$ cat src/sv/limit_order_book_table_top_defines.svh
// ---------------------------------------------------------------------------
// Assertion macros for the order book table
// Shared concurrent check wrappers, clocked on clk_i and idle in reset.
// ---------------------------------------------------------------------------
`ifndef LIMIT_ORDER_BOOK_TABLE_TOP_DEFINES_SVH
`define LIMIT_ORDER_BOOK_TABLE_TOP_DEFINES_SVH

// Check a consequence in the same cycle as its trigger
`define LOB_ASSERT_NOW(label, ante, cons) \
  label: assert property (@(posedge clk_i) disable iff (!rst_ni) (ante) |-> (cons)) \
    else $error("order book check failed");

// Check a consequence in the cycle after its trigger
`define LOB_ASSERT_NEXT(label, ante, cons) \
  label: assert property (@(posedge clk_i) disable iff (!rst_ni) (ante) |=> (cons)) \
    else $error("order book check failed");

`endif

$ cat src/sv/lob_pkg.sv
// ---------------------------------------------------------------------------
// Order book table package
// Sizes, codes, the slot record and the controller/datapath bundles.
// ---------------------------------------------------------------------------
`timescale 1ns / 1ps

package lob_pkg;

  localparam int MAX_ORDERS = 256;
  localparam int NUM_LEVELS = 4096;
  localparam int SLOT_W     = $clog2(MAX_ORDERS);
  localparam int LEVEL_W    = $clog2(NUM_LEVELS);
  localparam int ID_W       = 64;
  localparam int PRICE_W    = 32;
  localparam int QTY_W      = 8;
  localparam int SEQ_W      = 40;
  localparam int DCNT_W     = $clog2(PRICE_W + 1);
  localparam int CFG_IDX_W  = 2;

  typedef enum logic [2:0] {
    REQ_ADD     = 3'd0,
    REQ_MODIFY  = 3'd1,
    REQ_DELETE  = 3'd2,
    REQ_EXECUTE = 3'd3,
    REQ_TRADE   = 3'd4
  } req_e;

  typedef enum logic [2:0] {
    ST_OK        = 3'd0,
    ST_NOT_FOUND = 3'd1,
    ST_RANGE     = 3'd2,
    ST_FULL      = 3'd3,
    ST_SIDE      = 3'd4,
    ST_OVERFILL  = 3'd5,
    ST_ZERO      = 3'd6,
    ST_NO_MATCH  = 3'd7
  } status_e;

  typedef enum logic [CFG_IDX_W-1:0] {
    CFG_MIN_PRICE  = 2'd0,
    CFG_MAX_PRICE  = 2'd1,
    CFG_PRICE_STEP = 2'd2
  } cfg_idx_e;

  localparam logic SIDE_BUY = 1'b0;

  typedef struct packed {
    logic [ID_W-1:0]    id;
    logic [PRICE_W-1:0] price;
    logic [LEVEL_W-1:0] level;
    logic [QTY_W-1:0]   size;
    logic               side;
    logic [SEQ_W-1:0]   seq;
  } rec_t;

  typedef struct packed {
    logic latch;
    logic div_en;
    logic scan_en;
    logic commit;
  } cmd_t;

  typedef struct packed {
    logic div_done;
    logic scan_done;
    logic out_busy;
  } sts_t;

endpackage

$ cat src/sv/lob_ctl.sv
// ---------------------------------------------------------------------------
// Order book controller
// Sequences one request: level divide, slot scan, commit of the result.
// ---------------------------------------------------------------------------
`timescale 1ns / 1ps
`include "limit_order_book_table_top_defines.svh"

module lob_ctl (
  input  logic            clk_i,
  input  logic            rst_ni,
  input  logic            req_valid_i,
  output logic            req_ready_o,
  input  lob_pkg::sts_t   sts_i,
  output lob_pkg::cmd_t   cmd_o
);

  typedef enum logic [3:0] {
    S_IDLE   = 4'b0001,
    S_DIV    = 4'b0010,
    S_SCAN   = 4'b0100,
    S_COMMIT = 4'b1000
  } state_e;

  state_e state_q, state_d;

  // Take a word only when no request is in flight
  assign req_ready_o = (state_q == S_IDLE);

  // Decode the commands of the current state
  always_comb begin
    cmd_o         = '0;
    cmd_o.latch   = (state_q == S_IDLE) && req_valid_i;
    cmd_o.div_en  = (state_q == S_DIV);
    cmd_o.scan_en = (state_q == S_SCAN);
    cmd_o.commit  = (state_q == S_COMMIT) && !sts_i.out_busy;
  end

  // Advance through the phases
  always_comb begin
    state_d = state_q;
    unique case (state_q)
      S_IDLE:   if (req_valid_i) state_d = S_DIV;
      S_DIV:    if (sts_i.div_done) state_d = S_SCAN;
      S_SCAN:   if (sts_i.scan_done) state_d = S_COMMIT;
      S_COMMIT: if (!sts_i.out_busy) state_d = S_IDLE;
      default:  state_d = S_IDLE;
    endcase
  end

  always_ff @(posedge clk_i or negedge rst_ni) begin
    if (!rst_ni) begin
      state_q <= S_IDLE;
    end else begin
      state_q <= state_d;
    end
  end

  `LOB_ASSERT_NOW(a_commit_needs_free_out, cmd_o.commit, !sts_i.out_busy)
  `LOB_ASSERT_NEXT(a_accept_starts_div, req_valid_i && req_ready_o, cmd_o.div_en)
  `LOB_ASSERT_NEXT(a_commit_returns_idle, cmd_o.commit, req_ready_o && !cmd_o.scan_en)

endmodule

$ cat config.mk
export PLATFORM = sky130hd
export DESIGN_NAME = lob_ctl
export DESIGN_NICKNAME = d
export VERILOG_FILES = /design/src/sv/lob_pkg.sv /design/src/sv/lob_ctl.sv
export VERILOG_INCLUDE_DIRS = /design/src /design/src/sv
export SDC_FILE = /design/constraint.sdc
export NUM_CORES = 1
export LEC_CHECK = 0
export BUFFER_PORTS_ARGS = -buffer_cell sky130_fd_sc_hd__buf_2
export CORE_AREA = 2 2 39 41
export CTS_BUF_LIST = sky130_fd_sc_hd__clkbuf_2 sky130_fd_sc_hd__clkbuf_4 sky130_fd_sc_hd__clkbuf_8
export DETAILED_ROUTE_END_ITERATION = 6
export DIE_AREA = 0 0 41 43
export GPL_TIMING_DRIVEN = 0
export PLACE_DENSITY_LB_ADDON = 0.1
export SETUP_SLACK_MARGIN = 0.05
export SYNTH_ARGS = -nofsm -noshare
export SYNTH_HDL_FRONTEND = slang
export SYNTH_SLANG_ARGS = --single-unit
$ cat constraint.sdc
create_clock -name clk_i -period 1.1 [get_ports clk_i]
set_input_delay 0.22 -clock clk_i [delete_from_list [all_inputs] [get_ports clk_i]]
set_output_delay 0.22 -clock clk_i [all_outputs]
set_load 0.1 [all_outputs]
* Word level (Yosys, flattened, before mapping)
Index checks and enable logic that the tools add are counted.
Operators by class: equal/unequal tests 8, mux-type cells 5, reduce and logical (&&, ||, !) cells 4
Operators by type and width (count):
- two-way mux 4 bit | 4
- one-hot mux 4 bit (4 select lines) | 1
- inequality test 2 bit, second input constant | 4
- == test 4 x 1 -> 1 bit, second input constant | 1
- == test 4 x 2 -> 1 bit, second input constant | 1
- == test 4 x 3 -> 1 bit, second input constant | 1
- == test 4 bit, second input constant | 1
- AND reduction 4 bit | 1
- logical AND 1 bit | 2
- zero test 1 bit | 1
Word-level totals: flip-flop bits (word level) 4, bits of input ports 6, output and inout bits 5, word-level logic and storage cells 18

* Depth between registers and ports, before layout
word-level depth 3, mapped depth 4

* Worst setup path after synthesis
Ideal clock, no wire load.
kind reg2out, from reg state_q[1], to out cmd_o[0] (netlist name), arrival time 3.761 ns, setup slack -2.881 ns, stages on the path, launching flop included 4, cells stage by stage dfrtp_1 buf_6 nor2_1 nor4b_1
RTL lines:
- from (decl) | RTL line lob_ctl.sv:24 | state_e state_q, state_d;
- from (signal assigned) | RTL line lob_ctl.sv:54 | state_q <= state_d;
- to (decl) | RTL line lob_ctl.sv:14 | output lob_pkg::cmd_t cmd_o

==> impl_metrics.yaml <==
outcome:
  status: "finished, violations left"
  violations: "setup timing"
route:
  wirelength_microns: 933
  initialDrtViolationCount: 3
  wl_per_cell_microns: 12.1
  dr.pass1.iters: 4
  drcViolationCount: 0
  ant_nets: 0
  vias: 348
  vias_per_cell: 4.52
synthesis:
  synth_nets: 44
  ys_seq_area_share_pct: 29.1
  yosysTopAreaCellShare_pct: 21.6
  synth.area.top_cells: "dfrtp_1 22%, dfstp_2 7.6%, nor3b_2 7.2%"
  ys_warn_count: 0
  avgSynthCellArea_sq_um: 9.15
  synthDistinctLibCells: 23
  synth_common_cells: "4 x nor2_1, 3 x dfrtp_1, 3 x inv_1, 3 x o21ai_0"
  async_flop_share_pct: 100
  synthCells: 38
  synth_edf_count: 0
  synth_top_cell_by_area: "dfrtp_1"
  ys_ff_latch: 4
  netlist_area_sq_um: 348
  yosysMostFrequentCell: "nor2_1"
  synth_ff_type: "dfrtp_1"
pwr:
  p_comb_share_pct: 77.9
  p_leak_nw: 0.293
  switchingPower_mw: 0.966
  power_frac_seq_pct: 11.6
  swShare_pct: 45.9
  p_int_mw: 1.14
  p_clk_share_pct: 10.5
  ir_worst_vdd_uv: 1080
  power_density_mw_per_mm2: 3270
  power_mw: 2.11
critical_path:
  reg2regPathDepth: 6
  r2r_end: "state_q[0]"
  r2r_setup_slack_ns: -0.35
  crit_path_end: "cmd_o[3]"
  startpoint: "state_q[0]"
  worstPathRequired_ns: 0.88
  worstSetupStartpointType: "flop"
  cp-end-kind: "output pin"
  critPathKind: "flop to output pin"
  crit_fanout: 3
  arrival_ns: 1.42
  r2r_start: "state_q[0]"
floorplan:
  ioPinCount: 11
  fp.coreArea_sq_mm: 0.00138
  std_cell_rows: 14
  start_util_pct: 25.1
  die_area_sq_mm: 0.00176
  dieWidth_microns: 41
  die_h_microns: 43
sta:
  worst_pin_slew_ns: 0.223
  final.setup_skew_ns: 0.00507
  min_period_over_period_pct: 149
  rsz0062_at_grt: "true"
  drv_slew: 0
  final_hold_viol_count: 0
  period_needed_ns: 1.64
  hold_slack_ns: 0.285
  worst_slack_ns: -0.543
  finalSetupViolations: 7
  setup_tns_ns: -2.85
  relSlewSlack_pct: 85.1
  max_freq_mhz: 609
final_layout:
  largest-register: "state_q"
  n_fill_cell: 143
  fin_cells: 77
  diodes: 0
  largest_reg_flops: 4
  regArea_sq_um: 101
  drive_gt1_share_pct: 62.3
  area_growth_pct: 84.9
  fin_nets: 68
  multi_input_area_sq_um: 250
  largestRegisters: "state_q: 4 flops"
placed_design:
  io_buffers: 10
  place_hpwl_microns: 624
  gp_congestion: 0.703
  dp.cells: 64
  dp_slack_ns: -0.607
cts:
  clock_path_buffers: 2
  cts_buffers: 3
  htree_num_levels: 1
  cts.clk_slew.worst_paths_ns: 0.04
  cts_tree: "built"
  clk_latency_ns: 0.23
  cts_root_buffer: "clkbuf_4"
  clock-sinks: 4
min_path:
  min_path_type: "primary input to flop"
  hold_start: "sts_i[1]"
grt:
  first_global_vias: 313
  antenna_found_initial: 0
  grt_max_degree: 11
  grt_use_total_pct: 11.7
  grt_first_pass_wirelength_microns: 1380
  gr-total-overflow: 0
run:
  max-cap-violations: 0
## power groups by stage
stage	logic (mW)	clock network [mW]	registers (mW)
after global placement	1.13	0	0.251
after CTS	1.53	0.233	0.248
after floorplan	0.992	0	0.243
final	1.64	0.221	0.245
after global routing	1.71	0.242	0.250
after detailed placement	1.14	0	0.250
## layer usage
layer  track usage, %  up-vias  part of all wire, %
li1                 -      182                    -
met5                0        -                    0
met1             15.4      161                   42
met3                0        0                  2.4
met2             17.8        5                   55
met4             8.00        0                    0
## cell type report
type	instances	area share, %
Timing Repair Buffer	19	29.4
Buffer	4	6.42
Multi-Input combinational cell	27	38.9
Clock buffer	4	4.67
Tap cell	16	3.11
Sequential cell	4	15.8
Inverter	3	1.75
## kinds of logic after synthesis
group | Yosys count | synth area share (%)
flops | 4 | 29.1
buf+inv | 7 | 13.3
compound gates | 8 | 14.7
xor+xnor | 1 | 2.52
simple gates | 18 | 40.3
## through the flow
stage	instance area, sq um	utilization (%)
final	643	46.5
after global routing	643	46.5
after CTS	603	43.6
after detailed placement	452	32.6
after global placement	452	32.6
after floorplan	382	-
## cells in the final DEF (no fill, tap or decap), drive strengths merged
| cell type | count |
|---|---|
| buf | 22 |
| clkbuf | 4 |
| nor2 | 4 |
| nor4b | 3 |
| nor3b | 3 |
| dfrtp | 3 |
| inv | 3 |
| o21ai | 3 |
| and3b | 2 |
| nor3 | 2 |
| nand3 | 2 |
| and3 | 1 |
| and2 | 1 |
| a21oi | 1 |
| a21boi | 1 |
| xor2 | 1 |
| o211ai | 1 |
| a32o | 1 |
| a31oi | 1 |
| dlygate4sd3 | 1 |
| dfstp | 1 |
## worst max-delay path, stage by stage (launching register included)
cell	delay [ns]
dfstp_2	0.52
buf_6	0.10
nor4b_4	0.21
and2_4	0.19
buf_12	0.16
## timing repair
action | in CTS | in global routing
pin swaps | 3 | 7
hold endpoints to repair | 4 | 0
buffers inserted | 4 | 5
hold buffers | 1 | 0
resized for setup | 25 | 3
endpoints found under the setup margin | 8 | 8
## how the worst min path moves through the flow
stage                      end  depth (start not counted)
finish              state_q[3]                          3
global route        state_q[3]                          3
CTS                 state_q[3]                          3
detailed placement  state_q[1]                          1
global placement    state_q[1]                          1
floorplan           state_q[1]                          0
Power figures use the tool's default switching activity.
